===== src/sv/mcspg_pkg.sv =====
package mcspg_pkg;

  // Default channel count and the number of channels the 3-bit channel field can address
  localparam int CHANNELS_DEF = 8;
  localparam int CH_ADDR      = 8;

  // Command queue between front and back
  localparam int Q_DEPTH = 4;

  // Configuration port
  localparam int CFG_IDX_W  = 3;
  localparam int CFG_DATA_W = 20;

  localparam logic [CFG_IDX_W-1:0] CFG_MIN_PULSE    = 3'd0;
  localparam logic [CFG_IDX_W-1:0] CFG_MAX_PULSE    = 3'd1;
  localparam logic [CFG_IDX_W-1:0] CFG_OFFSET_SCALE = 3'd2;
  localparam logic [CFG_IDX_W-1:0] CFG_FRAME_GAP    = 3'd3;
  localparam logic [CFG_IDX_W-1:0] CFG_RUN          = 3'd4;

  localparam logic [15:0] MIN_PULSE_RST    = 16'd8000;
  localparam logic [15:0] MAX_PULSE_RST    = 16'd16000;
  localparam logic [5:0]  OFFSET_SCALE_RST = 6'd8;
  localparam logic [19:0] FRAME_GAP_RST    = 20'd160000;

  // Input function codes
  localparam logic [1:0] FUNC_TICK     = 2'd0;
  localparam logic [1:0] FUNC_ATTACH   = 2'd1;
  localparam logic [1:0] FUNC_POSITION = 2'd2;
  localparam logic [1:0] FUNC_TRIM     = 2'd3;

  localparam logic [15:0] WIDTH_MAX = 16'hFFFF;

  typedef enum logic [2:0] {
    OP_NOP,
    OP_TICK,
    OP_ATTACH,
    OP_POS,
    OP_TRIM
  } op_t;

  typedef struct packed {
    op_t                op;
    logic [2:0]         ch;
    logic [15:0]        position;
    logic signed [7:0]  trim_low;
    logic signed [7:0]  trim_high;
  } item_t;

  typedef struct packed {
    logic  valid;
    item_t item;
  } q_head_t;

  typedef struct packed {
    logic busy;
  } bk_stat_t;

  typedef enum logic [1:0] {
    BK_IDLE,
    BK_SPAN,
    BK_WRITE
  } bk_state_t;

endpackage


===== src/sv/mcspg_if.sv =====
interface mcspg_in_if import mcspg_pkg::*; ();
  logic              valid;
  logic              ready;
  logic [1:0]        func;
  logic [2:0]        channel;
  logic [15:0]       position;
  logic signed [7:0] trim_low;
  logic signed [7:0] trim_high;

  modport source (output valid, func, channel, position, trim_low, trim_high, input ready);
  modport sink   (input valid, func, channel, position, trim_low, trim_high, output ready);
endinterface

interface mcspg_out_if import mcspg_pkg::*; ();
  logic       valid;
  logic       ready;
  logic [7:0] pins;
  logic       frame_start;

  modport source (output valid, pins, frame_start, input ready);
  modport sink   (input valid, pins, frame_start, output ready);
endinterface


===== src/sv/multi_channel_servo_pulse_generator_core.sv =====
// Path: an accepted item passes through the command queue and then the result register.
// Throughput: tick, attach and trim items retire one per cycle when the output is free;
// a position command holds the back end (trim product, span product, saturate, write width).
// Reset: synchronous active-low rst_n restores register defaults, detaches all channels,
// clears widths and trims and drops all pins; no clearing pass, items accepted at once.
module multi_channel_servo_pulse_generator_core import mcspg_pkg::*; #(
  parameter int CHANNELS = CHANNELS_DEF
) (
  input  logic                  clk,
  input  logic                  rst_n,
  mcspg_in_if.sink              in_ch,
  mcspg_out_if.source           out_ch,
  input  logic                  cfg_we,
  input  logic [CFG_IDX_W-1:0]  cfg_index,
  input  logic [CFG_DATA_W-1:0] cfg_wdata
);

  // Front to back: head of the command queue and the pop strobe
  q_head_t  q_head;
  logic     q_pop;
  bk_stat_t bk_stat;

  // Front: accept items and classify them, out-of-range channels drop to no-ops.
  // Its queue keeps taking items while the back end works on a position command
  // or while a finished result waits on the output, as long as it has room.
  mcspg_front #(
    .CHANNELS (CHANNELS)
  ) u_front (
    .clk    (clk),
    .rst_n  (rst_n),
    .in_ch  (in_ch),
    .q_head (q_head),
    .q_pop  (q_pop)
  );

  // Back: hold configuration and channel state, advance the frame timer on ticks,
  // and compute trimmed pulse widths with two registered multiply steps.
  mcspg_back #(
    .CHANNELS (CHANNELS)
  ) u_back (
    .clk       (clk),
    .rst_n     (rst_n),
    .cfg_we    (cfg_we),
    .cfg_index (cfg_index),
    .cfg_wdata (cfg_wdata),
    .q_head    (q_head),
    .q_pop     (q_pop),
    .stat      (bk_stat),
    .out_ch    (out_ch)
  );

`ifndef SYNTHESIS
  // Pop only a queue entry that holds an item
  a_pop_needs_item: assert property (@(posedge clk) disable iff (!rst_n)
    q_pop |-> q_head.valid)
    else $error("queue popped while empty");

  // No item leaves the queue while a position command is still being computed
  a_pop_not_busy: assert property (@(posedge clk) disable iff (!rst_n)
    q_pop |-> !bk_stat.busy)
    else $error("queue popped while back end busy");

  // After an item is accepted, the queue head holds a valid entry in the next cycle
  a_push_visible: assert property (@(posedge clk) disable iff (!rst_n)
    (in_ch.valid && in_ch.ready) |=> q_head.valid)
    else $error("accepted item missing from queue");
`endif

endmodule


===== src/sv/mcspg_front.sv =====
module mcspg_front import mcspg_pkg::*; #(
  parameter int CHANNELS = CHANNELS_DEF
) (
  input  logic         clk,
  input  logic         rst_n,
  mcspg_in_if.sink     in_ch,
  output q_head_t      q_head,
  input  logic         q_pop
);

  localparam int QAW = $clog2(Q_DEPTH);
  localparam int QCW = QAW + 1;

  item_t          q_r [Q_DEPTH];
  logic [QAW-1:0] wr_ptr_r, wr_ptr_nxt;
  logic [QAW-1:0] rd_ptr_r, rd_ptr_nxt;
  logic [QCW-1:0] cnt_r, cnt_nxt;
  logic           push;
  logic           ch_ok;
  item_t          cls;

  assign in_ch.ready = (cnt_r != QCW'(Q_DEPTH));
  assign push        = in_ch.valid && in_ch.ready;
  assign ch_ok       = int'(in_ch.channel) < CHANNELS;

  // Classify: out-of-range channel commands become no-ops
  always_comb begin
    cls.ch        = in_ch.channel;
    cls.position  = in_ch.position;
    cls.trim_low  = in_ch.trim_low;
    cls.trim_high = in_ch.trim_high;
    unique case (in_ch.func)
      FUNC_TICK:     cls.op = OP_TICK;
      FUNC_ATTACH:   cls.op = ch_ok ? OP_ATTACH : OP_NOP;
      FUNC_POSITION: cls.op = ch_ok ? OP_POS : OP_NOP;
      FUNC_TRIM:     cls.op = ch_ok ? OP_TRIM : OP_NOP;
      default:       cls.op = OP_NOP;
    endcase
  end

  always_comb begin
    wr_ptr_nxt = push ? wr_ptr_r + QAW'(1) : wr_ptr_r;
    rd_ptr_nxt = q_pop ? rd_ptr_r + QAW'(1) : rd_ptr_r;
    cnt_nxt    = cnt_r + QCW'(push) - QCW'(q_pop);
  end

  always_ff @(posedge clk) begin
    if (!rst_n) begin
      wr_ptr_r <= '0;
      rd_ptr_r <= '0;
      cnt_r    <= '0;
    end else begin
      wr_ptr_r <= wr_ptr_nxt;
      rd_ptr_r <= rd_ptr_nxt;
      cnt_r    <= cnt_nxt;
    end
  end

  always_ff @(posedge clk) begin
    if (push) begin
      q_r[wr_ptr_r] <= cls;
    end
  end

  assign q_head.valid = (cnt_r != '0);
  assign q_head.item  = q_r[rd_ptr_r];

endmodule


===== src/sv/mcspg_back.sv =====
module mcspg_back import mcspg_pkg::*; #(
  parameter int CHANNELS = CHANNELS_DEF
) (
  input  logic                  clk,
  input  logic                  rst_n,
  input  logic                  cfg_we,
  input  logic [CFG_IDX_W-1:0]  cfg_index,
  input  logic [CFG_DATA_W-1:0] cfg_wdata,
  input  q_head_t               q_head,
  output logic                  q_pop,
  output bk_stat_t              stat,
  mcspg_out_if.source           out_ch
);

  localparam int NCH = (CHANNELS < CH_ADDR) ? CHANNELS : CH_ADDR;

  bk_state_t state_r, state_nxt;

  // Configuration
  logic [15:0] min_r, min_nxt;
  logic [15:0] max_r, max_nxt;
  logic [5:0]  scale_r, scale_nxt;
  logic [19:0] gap_r, gap_nxt;
  logic        run_r, run_nxt;

  // Channel state
  logic [NCH-1:0]    attached_r, attached_nxt;
  logic [15:0]       pw_r [NCH];
  logic [15:0]       pw_nxt [NCH];
  logic signed [7:0] lt_r [NCH];
  logic signed [7:0] lt_nxt [NCH];
  logic signed [7:0] ht_r [NCH];
  logic signed [7:0] ht_nxt [NCH];

  // Frame timing
  logic [19:0]    tick_r, tick_nxt;
  logic           in_gap_r, in_gap_nxt;
  logic [NCH-1:0] pins_r, pins_nxt;

  // Position datapath
  logic [2:0]         ch_r, ch_nxt;
  logic [15:0]        pos_r, pos_nxt;
  logic signed [14:0] plo_r, plo_nxt;
  logic signed [14:0] phi_r, phi_nxt;
  logic signed [17:0] lo_r, lo_nxt;
  logic [32:0]        mul_r, mul_nxt;

  // Result register
  logic       out_valid_r, out_valid_nxt;
  logic [7:0] out_pins_r, out_pins_nxt;
  logic       out_fs_r, out_fs_nxt;

  logic               out_free;
  logic               fs;
  item_t              it;
  logic [NCH-1:0]     alive0, alive_cur;
  logic signed [7:0]  lt_sel, ht_sel;
  logic [16:0]        mid_sum;
  logic signed [17:0] lo_c, hi_c, span_c;
  logic [16:0]        span_u;
  logic signed [18:0] w_c;
  logic [15:0]        w_sat;

  assign it       = q_head.item;
  assign out_free = !out_valid_r || out_ch.ready;
  assign mid_sum  = {1'b0, min_r} + {1'b0, max_r};

  always_comb begin
    lt_sel = '0;
    ht_sel = '0;
    for (int i = 0; i < NCH; i++) begin
      alive0[i]    = (pw_r[i] != '0);
      alive_cur[i] = ({4'b0, pw_r[i]} > tick_r);
      if (it.ch == 3'(i)) begin
        lt_sel = lt_r[i];
        ht_sel = ht_r[i];
      end
    end
  end

  always_comb begin
    lo_c   = $signed({2'b00, min_r}) + 18'(plo_r);
    hi_c   = $signed({2'b00, max_r}) + 18'(phi_r);
    span_c = hi_c - lo_c;
    span_u = span_c[17] ? 17'd0 : span_c[16:0];
    w_c    = 19'(lo_r) + $signed({2'b00, mul_r[32:16]});
    if (w_c < 0) begin
      w_sat = '0;
    end else if (w_c > $signed({3'b000, WIDTH_MAX})) begin
      w_sat = WIDTH_MAX;
    end else begin
      w_sat = w_c[15:0];
    end
  end

  always_comb begin
    state_nxt    = state_r;
    min_nxt      = min_r;
    max_nxt      = max_r;
    scale_nxt    = scale_r;
    gap_nxt      = gap_r;
    run_nxt      = run_r;
    attached_nxt = attached_r;
    pw_nxt       = pw_r;
    lt_nxt       = lt_r;
    ht_nxt       = ht_r;
    tick_nxt     = tick_r;
    in_gap_nxt   = in_gap_r;
    pins_nxt     = pins_r;
    ch_nxt       = ch_r;
    pos_nxt      = pos_r;
    plo_nxt      = plo_r;
    phi_nxt      = phi_r;
    lo_nxt       = lo_r;
    mul_nxt      = mul_r;
    out_valid_nxt = out_valid_r && !out_ch.ready;
    out_pins_nxt  = out_pins_r;
    out_fs_nxt    = out_fs_r;
    q_pop         = 1'b0;
    fs            = 1'b0;

    unique case (state_r)
      BK_IDLE: begin
        if (q_head.valid && out_free) begin
          q_pop = 1'b1;
          unique case (it.op)
            OP_TICK: begin
              if (!run_r) begin
                pins_nxt   = '0;
                in_gap_nxt = 1'b1;
                tick_nxt   = '0;
              end else if (in_gap_r) begin
                if (tick_r == '0) begin
                  pins_nxt   = attached_r & alive0;
                  fs         = 1'b1;
                  in_gap_nxt = 1'b0;
                  tick_nxt   = 20'd1;
                  if (pins_nxt == '0) begin
                    in_gap_nxt = 1'b1;
                    tick_nxt   = gap_r;
                  end
                end else begin
                  tick_nxt = tick_r - 20'd1;
                end
              end else begin
                pins_nxt = pins_r & alive_cur;
                tick_nxt = tick_r + 20'd1;
                if (pins_nxt == '0) begin
                  in_gap_nxt = 1'b1;
                  tick_nxt   = gap_r;
                end
              end
            end
            OP_ATTACH: begin
              for (int i = 0; i < NCH; i++) begin
                if (it.ch == 3'(i)) begin
                  attached_nxt[i] = 1'b1;
                  pw_nxt[i]       = mid_sum[16:1];
                end
              end
            end
            OP_POS: begin
              ch_nxt    = it.ch;
              pos_nxt   = it.position;
              plo_nxt   = lt_sel * $signed({1'b0, scale_r});
              phi_nxt   = ht_sel * $signed({1'b0, scale_r});
              state_nxt = BK_SPAN;
            end
            OP_TRIM: begin
              for (int i = 0; i < NCH; i++) begin
                if (it.ch == 3'(i)) begin
                  lt_nxt[i] = it.trim_low;
                  ht_nxt[i] = it.trim_high;
                end
              end
            end
            default: begin
            end
          endcase
          out_valid_nxt = 1'b1;
          out_pins_nxt  = 8'(pins_nxt);
          out_fs_nxt    = fs;
        end
      end
      BK_SPAN: begin
        lo_nxt    = lo_c;
        mul_nxt   = pos_r * span_u;
        state_nxt = BK_WRITE;
      end
      BK_WRITE: begin
        for (int i = 0; i < NCH; i++) begin
          if (ch_r == 3'(i)) begin
            pw_nxt[i] = w_sat;
          end
        end
        state_nxt = BK_IDLE;
      end
      default: state_nxt = BK_IDLE;
    endcase

    if (cfg_we) begin
      unique case (cfg_index)
        CFG_MIN_PULSE:    min_nxt   = cfg_wdata[15:0];
        CFG_MAX_PULSE:    max_nxt   = cfg_wdata[15:0];
        CFG_OFFSET_SCALE: scale_nxt = cfg_wdata[5:0];
        CFG_FRAME_GAP:    gap_nxt   = cfg_wdata[19:0];
        CFG_RUN: begin
          run_nxt = cfg_wdata[0];
          if (!cfg_wdata[0]) begin
            pins_nxt   = '0;
            in_gap_nxt = 1'b1;
            tick_nxt   = '0;
          end
        end
        default: begin
        end
      endcase
    end
  end

  always_ff @(posedge clk) begin
    if (!rst_n) begin
      state_r <= BK_IDLE;
    end else begin
      state_r <= state_nxt;
    end
  end

  always_ff @(posedge clk) begin
    if (!rst_n) begin
      min_r       <= MIN_PULSE_RST;
      max_r       <= MAX_PULSE_RST;
      scale_r     <= OFFSET_SCALE_RST;
      gap_r       <= FRAME_GAP_RST;
      run_r       <= 1'b0;
      attached_r  <= '0;
      tick_r      <= '0;
      in_gap_r    <= 1'b1;
      pins_r      <= '0;
      out_valid_r <= 1'b0;
      for (int i = 0; i < NCH; i++) begin
        pw_r[i] <= '0;
        lt_r[i] <= '0;
        ht_r[i] <= '0;
      end
    end else begin
      min_r       <= min_nxt;
      max_r       <= max_nxt;
      scale_r     <= scale_nxt;
      gap_r       <= gap_nxt;
      run_r       <= run_nxt;
      attached_r  <= attached_nxt;
      tick_r      <= tick_nxt;
      in_gap_r    <= in_gap_nxt;
      pins_r      <= pins_nxt;
      out_valid_r <= out_valid_nxt;
      pw_r        <= pw_nxt;
      lt_r        <= lt_nxt;
      ht_r        <= ht_nxt;
    end
  end

  always_ff @(posedge clk) begin
    ch_r       <= ch_nxt;
    pos_r      <= pos_nxt;
    plo_r      <= plo_nxt;
    phi_r      <= phi_nxt;
    lo_r       <= lo_nxt;
    mul_r      <= mul_nxt;
    out_pins_r <= out_pins_nxt;
    out_fs_r   <= out_fs_nxt;
  end

  assign stat.busy          = (state_r != BK_IDLE);
  assign out_ch.valid       = out_valid_r;
  assign out_ch.pins        = out_pins_r;
  assign out_ch.frame_start = out_fs_r;

endmodule

===== src/flat_wrapper.sv =====
// flat-port wrapper written by rule: the top's interface ports become plain ports
module multi_channel_servo_pulse_generator_core_flat import mcspg_pkg::*;
#(
  parameter int CHANNELS = CHANNELS_DEF
)
  (clk, rst_n, cfg_we, cfg_index, cfg_wdata, in_ch_valid, in_ch_func, in_ch_channel, in_ch_position, in_ch_trim_low, in_ch_trim_high, in_ch_ready, out_ch_valid, out_ch_pins, out_ch_frame_start, out_ch_ready);
  mcspg_in_if in_ch_i ();
  mcspg_out_if out_ch_i ();
  input  logic clk;
  input  logic rst_n;
  input  logic cfg_we;
  input  logic [CFG_IDX_W-1:0] cfg_index;
  input  logic [CFG_DATA_W-1:0] cfg_wdata;
  input wire logic [$bits(in_ch_i.valid)-1:0] in_ch_valid;
  input wire logic [$bits(in_ch_i.func)-1:0] in_ch_func;
  input wire logic [$bits(in_ch_i.channel)-1:0] in_ch_channel;
  input wire logic [$bits(in_ch_i.position)-1:0] in_ch_position;
  input wire logic [$bits(in_ch_i.trim_low)-1:0] in_ch_trim_low;
  input wire logic [$bits(in_ch_i.trim_high)-1:0] in_ch_trim_high;
  output wire logic [$bits(in_ch_i.ready)-1:0] in_ch_ready;
  output wire logic [$bits(out_ch_i.valid)-1:0] out_ch_valid;
  output wire logic [$bits(out_ch_i.pins)-1:0] out_ch_pins;
  output wire logic [$bits(out_ch_i.frame_start)-1:0] out_ch_frame_start;
  input wire logic [$bits(out_ch_i.ready)-1:0] out_ch_ready;
  assign in_ch_i.valid = in_ch_valid;
  assign in_ch_i.func = in_ch_func;
  assign in_ch_i.channel = in_ch_channel;
  assign in_ch_i.position = in_ch_position;
  assign in_ch_i.trim_low = in_ch_trim_low;
  assign in_ch_i.trim_high = in_ch_trim_high;
  assign in_ch_ready = in_ch_i.ready;
  assign out_ch_valid = out_ch_i.valid;
  assign out_ch_pins = out_ch_i.pins;
  assign out_ch_frame_start = out_ch_i.frame_start;
  assign out_ch_i.ready = out_ch_ready;
  multi_channel_servo_pulse_generator_core #(.CHANNELS(CHANNELS)) u_core (.clk(clk), .rst_n(rst_n), .in_ch(in_ch_i), .out_ch(out_ch_i), .cfg_we(cfg_we), .cfg_index(cfg_index), .cfg_wdata(cfg_wdata));
endmodule

===== config.mk =====
export PLATFORM = sky130hd
export DESIGN_NAME = multi_channel_servo_pulse_generator_core_flat
export DESIGN_NICKNAME = d
export VERILOG_FILES = /design/src/sv/mcspg_pkg.sv /design/src/sv/mcspg_if.sv /design/src/sv/multi_channel_servo_pulse_generator_core.sv /design/src/sv/mcspg_front.sv /design/src/sv/mcspg_back.sv /design/src/flat_wrapper.sv
export SDC_FILE = /design/constraint.sdc
export NUM_CORES = 2
export LEC_CHECK = 0
export BUFFER_PORTS_ARGS = -buffer_cell sky130_fd_sc_hd__buf_2
export CORE_ASPECT_RATIO = 0.9
export CORE_MARGIN = 4
export CORE_UTILIZATION = 44
export CTS_CLUSTER_DIAMETER = 40
export CTS_CLUSTER_SIZE = 20
export DETAILED_ROUTE_END_ITERATION = 6
export PLACE_DENSITY = 0.56
export SLEW_MARGIN = 20
export SYNTH_ARGS = -nofsm -noshare
export SYNTH_HDL_FRONTEND = slang
export SYNTH_SLANG_ARGS = --single-unit

===== constraint.sdc =====
create_clock -name clk -period 19.5 [get_ports clk]
set_input_delay 2.925 -clock clk [delete_from_list [all_inputs] [get_ports clk]]
set_output_delay 2.925 -clock clk [all_outputs]
set_load 0.01 [all_outputs]

## After elaboration in Yosys (flattened, before gate mapping)

Memories as Yosys holds them, arrays and structs flattened. A register that Yosys moved wholly into a read port is not among the register bits.
Cells that the tools add are included.

| word-level totals | value |
|---|---|
| register bits after elaboration | 471 |
| latch bits | 0 |
| bits in writable memories | 152 |
| ROM bits | 0 |
| output and inout port bits | 11 |
| word-level logic and storage cells | 266 |
| memories | 1 |

| operators by class | value |
|---|---|
| add/sub/neg operators | 11 |
| multipliers | 3 |
| divide/modulo/power cells | 0 |
| $lt $le $gt $ge | 10 |
| eq/ne operators | 47 |
| shifts and indexed selects | 0 |
| muxes and demuxes | 82 |
| bitwise gates (word level) | 2 |
| reduce and logical (&&, ||, !) cells | 57 |

Memories:

| memory | words | bits a word | rd ports | clocked after Yosys merged registers in | write ports | RTL line | text |
|---|---|---|---|---|---|---|---|
| u_core.u_front.q_r | 4 | 38 | 1 | 1 | 1 | mcspg_front.sv:14 | `item_t q_r [Q_DEPTH];` |

Operator list:

| cell | number |
|---|---|
| 2-to-1 mux 16 bit | 18 |
| 2-to-1 mux 128 bit | 2 |
| one-hot mux 128 bit (2 select lines) | 1 |
| 2-to-1 mux 20 bit | 11 |
| 2-to-1 mux 8 bit | 25 |
| > comparator 16 x 20 -> 1 bit | 8 |
| nonzero test 16 bit | 8 |
| AND reduction 4 bit | 16 |
| AND reduction 5 bit | 8 |
| adder 17 x 15 -> 18 bit | 2 |
| != test 2 bit (second input constant) | 17 |
| multiplier 16 x 17 -> 33 bit | 1 |
| == test 3 bit (second input constant) | 10 |
| multiplier 8 x 7 -> 15 bit | 2 |
| == test 3 x 2 -> 1 bit (second input constant) | 8 |
| adder 20 x 1 -> 20 bit (second input constant) | 1 |
| zero test 20 bit | 1 |
| subtractor 20 x 1 -> 20 bit (second input constant) | 1 |
| adder 18 x 18 -> 19 bit | 1 |
| > comparator 19 x 17 -> 1 bit (second input constant) | 1 |
| < comparator 19 x 1 -> 1 bit (second input constant) | 1 |
| 2-to-1 mux 1 bit | 18 |
| subtractor 18 bit | 1 |
| adder 16 x 16 -> 17 bit | 1 |
| 23 further kinds | 49 |

## Depth between registers and ports, before layout

| logic depth | value |
|---|---|
| word-level depth | 13 |
| gate-level depth with buffers | 50 |
| depth with buffers taken out | 48 |

## By module

From an unflattened synthesis, not the netlist that was laid out.

| unflattened totals | value |
|---|---|
| cell total of the unflattened synthesis | 4408 |
| area, all modules | 43013.8 sq um |

Modules (own cells, without submodules):

| module | times used | cells an instance | area an instance (sq um) |
|---|---|---|---|
| mcspg_back | 1 | 4157 | 37009.2 |
| mcspg_front | 1 | 251 | 6004.5 |

## Least setup slack after synthesis

Ideal clock, no wire load.

| timing | value |
|---|---|
| path kind | register to register |
| from | reg u_core.u_back.plo_r[0] |
| to | reg u_core.u_back.mul_r[22], data pin |
| setup time | 262 ps |
| arrival time | 10314 ps |
| required time | 19238 ps |
| path slack | 8923 ps |
| stages on the path, launching flop included | 49 |
| path buffers | 2 |
| cells stage by stage | edfxtp_1 -> ha_1 -> inv_1 -> fa_1 -> nor2b_1 -> o21ai_0 -> a21boi_0 -> o21ai_0 -> a21boi_0 -> o21ai_0 -> a21boi_0 -> o31a_1 -> o41ai_1 -> o21bai_1 -> xor2_1 -> fa_1 -> inv_1 -> ha_1 -> [13 not listed] -> inv_1 -> fa_1 -> fa_1 -> inv_1 -> fa_1 -> inv_1 -> ha_1 -> a21o_1 -> a21o_1 -> a21oi_1 -> o21ai_0 -> nor2b_1 -> nor2_1 -> a211oi_1 -> o21ai_1 -> a21oi_1 -> o21bai_1 -> xor2_1 |

| on the way | value |
|---|---|
| word-level cells in the longest chain between the ends | 4 |

RTL lines:

| what | RTL line | text |
|---|---|---|
| start, declared | mcspg_back.sv:43 | `logic signed [14:0] plo_r, plo_nxt;` |
| start signal, assigned | mcspg_back.sv:266 | `plo_r <= plo_nxt;` |
| adder 17 x 15 -> 18 bit | mcspg_back.sv:82 | `lo_c = $signed({2'b00, min_r}) + 18'(plo_r);` |
| via u_core.u_back.lo_c[14] | mcspg_back.sv:59 | `logic signed [17:0] lo_c, hi_c, span_c;` |
| subtractor 18 bit | mcspg_back.sv:84 | `span_c = hi_c - lo_c;` |
| 2-to-1 mux 17 bit | mcspg_back.sv:85 | `span_u = span_c[17] ? 17'd0 : span_c[16:0];` |
| multiplier 16 x 17 -> 33 bit | mcspg_back.sv:187 | `mul_nxt = pos_r * span_u;` |
| end signal, assigned | mcspg_back.sv:269 | `mul_r <= mul_nxt;` |
| end, declared | mcspg_back.sv:46 | `logic [32:0] mul_r, mul_nxt;` |

The timed path passes the listed nets, and every way through them passes these cells.
A chain may end at the register's enable or synchronous reset.

## Worst setup path in the final report

Same ends and word-level chain as after synthesis.

==> key figures <==
STA
  • Setup Skew: 50.5 ps
  • Setup TNS: 0 ps
  • Peak Freq: 0.0801 GHz
  • Slew @ Worst Pin: 1210 ps
  • Crit share post-route: 64.1%
  • RSZ-0062 raised after global routing: false
  • Slew Limit Headroom: 18.7%
  • Max Slew Vio Count: 0
  • # setup viols final: 0
  • Fin. Hold Viols: 0
  • Final min period: 12490 ps

Clock tree
  • Root Buffer: clkbuf_16
  • Post-CTS Hold Buffers: 0
  • CTS buffer count: 93
  • CTS tree: yes
  • Setup Fix Bufs, Post-CTS: 0
  • Reg clk slew, reported paths: 60 ps
  • Clock sink total: 609
  • Clk buf depth: 3
  • # resized after CTS: 0
  • H-tree level count: 3
  • Worst-Skew Late Latency: 680 ps

Hold path
  • Hold Crit Class: register to register
  • Worst Hold Launch: u_core.u_back.gap_r[0]$_SDFFE_PN0P_

Placed design
  • Final RePlAce weighted congestion: 0.891
  • IO buf count: 75
  • Hpwl dp: 84800 µm

Synthesis
  • Ranking of synthesized cells by area: edfxtp_1, dfxtp_1, fa_1
  • Cell taking the most area after synthesis: edfxtp_1
  • Commonest register cell after synthesis: dfxtp_1
  • Synth cell count leaders: inv_1, nand2_1, ha_1, dfxtp_1, nor2_1
  • Most common cell in the netlist: inv_1
  • Syn avg cell area: 9.98 µm²
  • Share of synthesized registers carrying an async set or reset: 0%
  • Post-Syn Area: 42600 µm²
  • Yosys warning count: 0
  • Register area share after synthesis: 34.4%
  • Synth Instances: 4269
  • Distinct cell type count after synthesis: 80
  • EDFF count, synth: 245
  • Synthesized net count: 5000
  • Post-synth top area share: 17.3%
  • #FFs+latches synth: 609

Cells and area
  • Area of the multi-input gates: 25700 µm²
  • Post-layout nets: 5047
  • Share of cells above drive strength 1: 9.94%
  • Fillers: 8959
  • Area Growth Syn to Fin: 12.2%
  • Register area: 14600 µm²

Floorplan
  • Die area: 102000 µm²
  • Die height: 303 µm
  • Die width: 336 µm
  • # IOs: 76
  • Row count: 108
  • Core area: 96200 µm²
  • Initial Utilization: 44.3%

Route
  • Antenna Nets Post-Route: 0
  • Iteration-0 DRC Markers: 2457
  • Drt total wl: 116000 µm
  • DRT Pass-1 Iters: 6
  • # DRC: 0
  • Routed len/inst: 20.6 µm
  • DR vias/cell: 5.52
  • Via count: 31200

Worst setup path
  • CP arrival: 12900 ps
  • Worst path max stage delay: 650 ps
  • R2R depth: 48
  • Critical path class: register to register
  • Critical path's most frequent cell: fa_1
  • Critical path's slowest cell: buf_4
  • Worst path required time: 19900 ps
  • Flop2flop setup slack: 7010 ps
  • Worst R2R Start: u_core.u_back.plo_r[0]$_DFFE_PP_
  • Critical Path Source Type: register
  • Critical path fanouts, max: 101
  • Crit path from: u_core.u_back.plo_r[0]$_DFFE_PP_
  • Crit. End Element: register
  • Critical Path End: u_core.u_back.mul_r[22]$_DFFE_PN_
  • RR Endpoint: u_core.u_back.mul_r[22]$_DFFE_PN_

GRT
  • Vias in the first global route: 31200
  • First-pass GRT wire length: 182000 µm
  • GRT overflow: 0
  • Global router's overall resource usage: 23.1%
  • Largest net degree at the start of global routing: 102
  • Initial antenna violation count: 1

Run status
  • Status: completed

Job
  • Max cap viols: 0
==> through the flow <==
stage                     hold slack, ps  util [%]  cell area [µm²]  std cells  setup WS [ps]
final                                459      49.7            47800       5663           7010
after global routing                 477      49.7            47800       5662           6130
after detailed placement             449      46.2            44500       5486           7130
after CTS                            458      49.7            47800       5662           7030
after global placement               446      46.2            44500       5486           7360
after floorplan                      431         -            42600       4269           8920
==> registers in the layout, indices dropped and copies added, names as in the netlist, 8 cells and up, named ones only <==
signal,count
u_core.u_back.attached_r,8
u_core.u_back.pins_r,8
u_core.u_back.plo_r,15
u_core.u_back.pos_r,16
u_core.u_back.lt_r,64
u_core.u_back.mul_r,17
u_core.u_back.max_r,16
u_core.u_back.phi_r,15
u_core.u_back.ht_r,64
u_core.u_back.gap_r,20
u_core.u_back.out_ch.pins,8
u_core.u_back.pw_r,128
u_core.u_back.lo_r,18
u_core.u_back.tick_r,20
u_core.u_front.q_r,152
u_core.u_back.min_r,16
==> worst min-delay path by stage <==
stage | to | slack [ps] | cells after the start
floorplan | u_core.u_back.gap_r[0]$_SDFFE_PN0P_ | 430 | 2
global placement | u_core.u_back.gap_r[5]$_SDFFE_PN0P_ | 450 | 2
detailed placement | u_core.u_back.gap_r[5]$_SDFFE_PN0P_ | 450 | 2
CTS | u_core.u_back.gap_r[5]$_SDFFE_PN0P_ | 460 | 2
global route | u_core.u_back.gap_r[5]$_SDFFE_PN0P_ | 480 | 2
finish | u_core.u_back.gap_r[0]$_SDFFE_PN0P_ | 460 | 2
==> per-layer routing <==
metal	vias to the layer above	track usage, %	share of wire (%)
met5	-	0	0
met4	0	6.78	2.8
met2	826	36.9	45
met1	15300	31.9	45
met3	189	4.72	6.6
li1	14900	-	-
==> critical path: cells and delay by family, from the launching register on <==
family | cells | cell delay, ps
adders and majority gates | 11 | 4700
xor gates and xnor gates | 3 | 510
and+or+nand+nor | 9 | 1300
DFF | 1 | 380
muxes | 1 | 390
buffers and inverters | 7 | 1270
AOI/OAI and AO/OA | 17 | 3620
==> cell type report <==
type / instances / share of cell area [%]
Clock inverter: 67 / 1.71
Timing Repair Buffer: 141 / 1.82
Tap cell: 1265 / 3.31
Multi-Input combinational cell: 3022 / 53.7
Antenna cell: 1 / 0.00523
Sequential cell: 609 / 30.6
Clock buffer: 109 / 5.28
Inverter: 449 / 3.54
==> logic make-up after synthesis <==
group / synth area share (%)
simple gates: 13.9
mux: 7.33
flops: 34.4
buf+inv: 5.69
compound gates: 11.3
fa+ha+maj: 24.8
xor+xnor: 2.63
==> cells in the final DEF, fill, tap and decap left out, types with 75 or more instances in the layout <==
master     synthesis  routed
and3_1           144     139
buf_2             19      75
fa_1             297     297
clkbuf_16          0      97
mux2i_1          157     157
edfxtp_1         245     245
dfxtp_1          364     362
a21oi_1          239     230
o21ai_0          163     162
nor2_1           343     338
inv_1            448     447
ha_1             369     369
nand2_1          387     387
xnor2_1           86      83
a211oi_1          99      99
nor2b_1           77      76
Power is left out: the tool's default activity adds up to more than one toggle a clock period on the data nets, which glitch-free logic cannot reach.
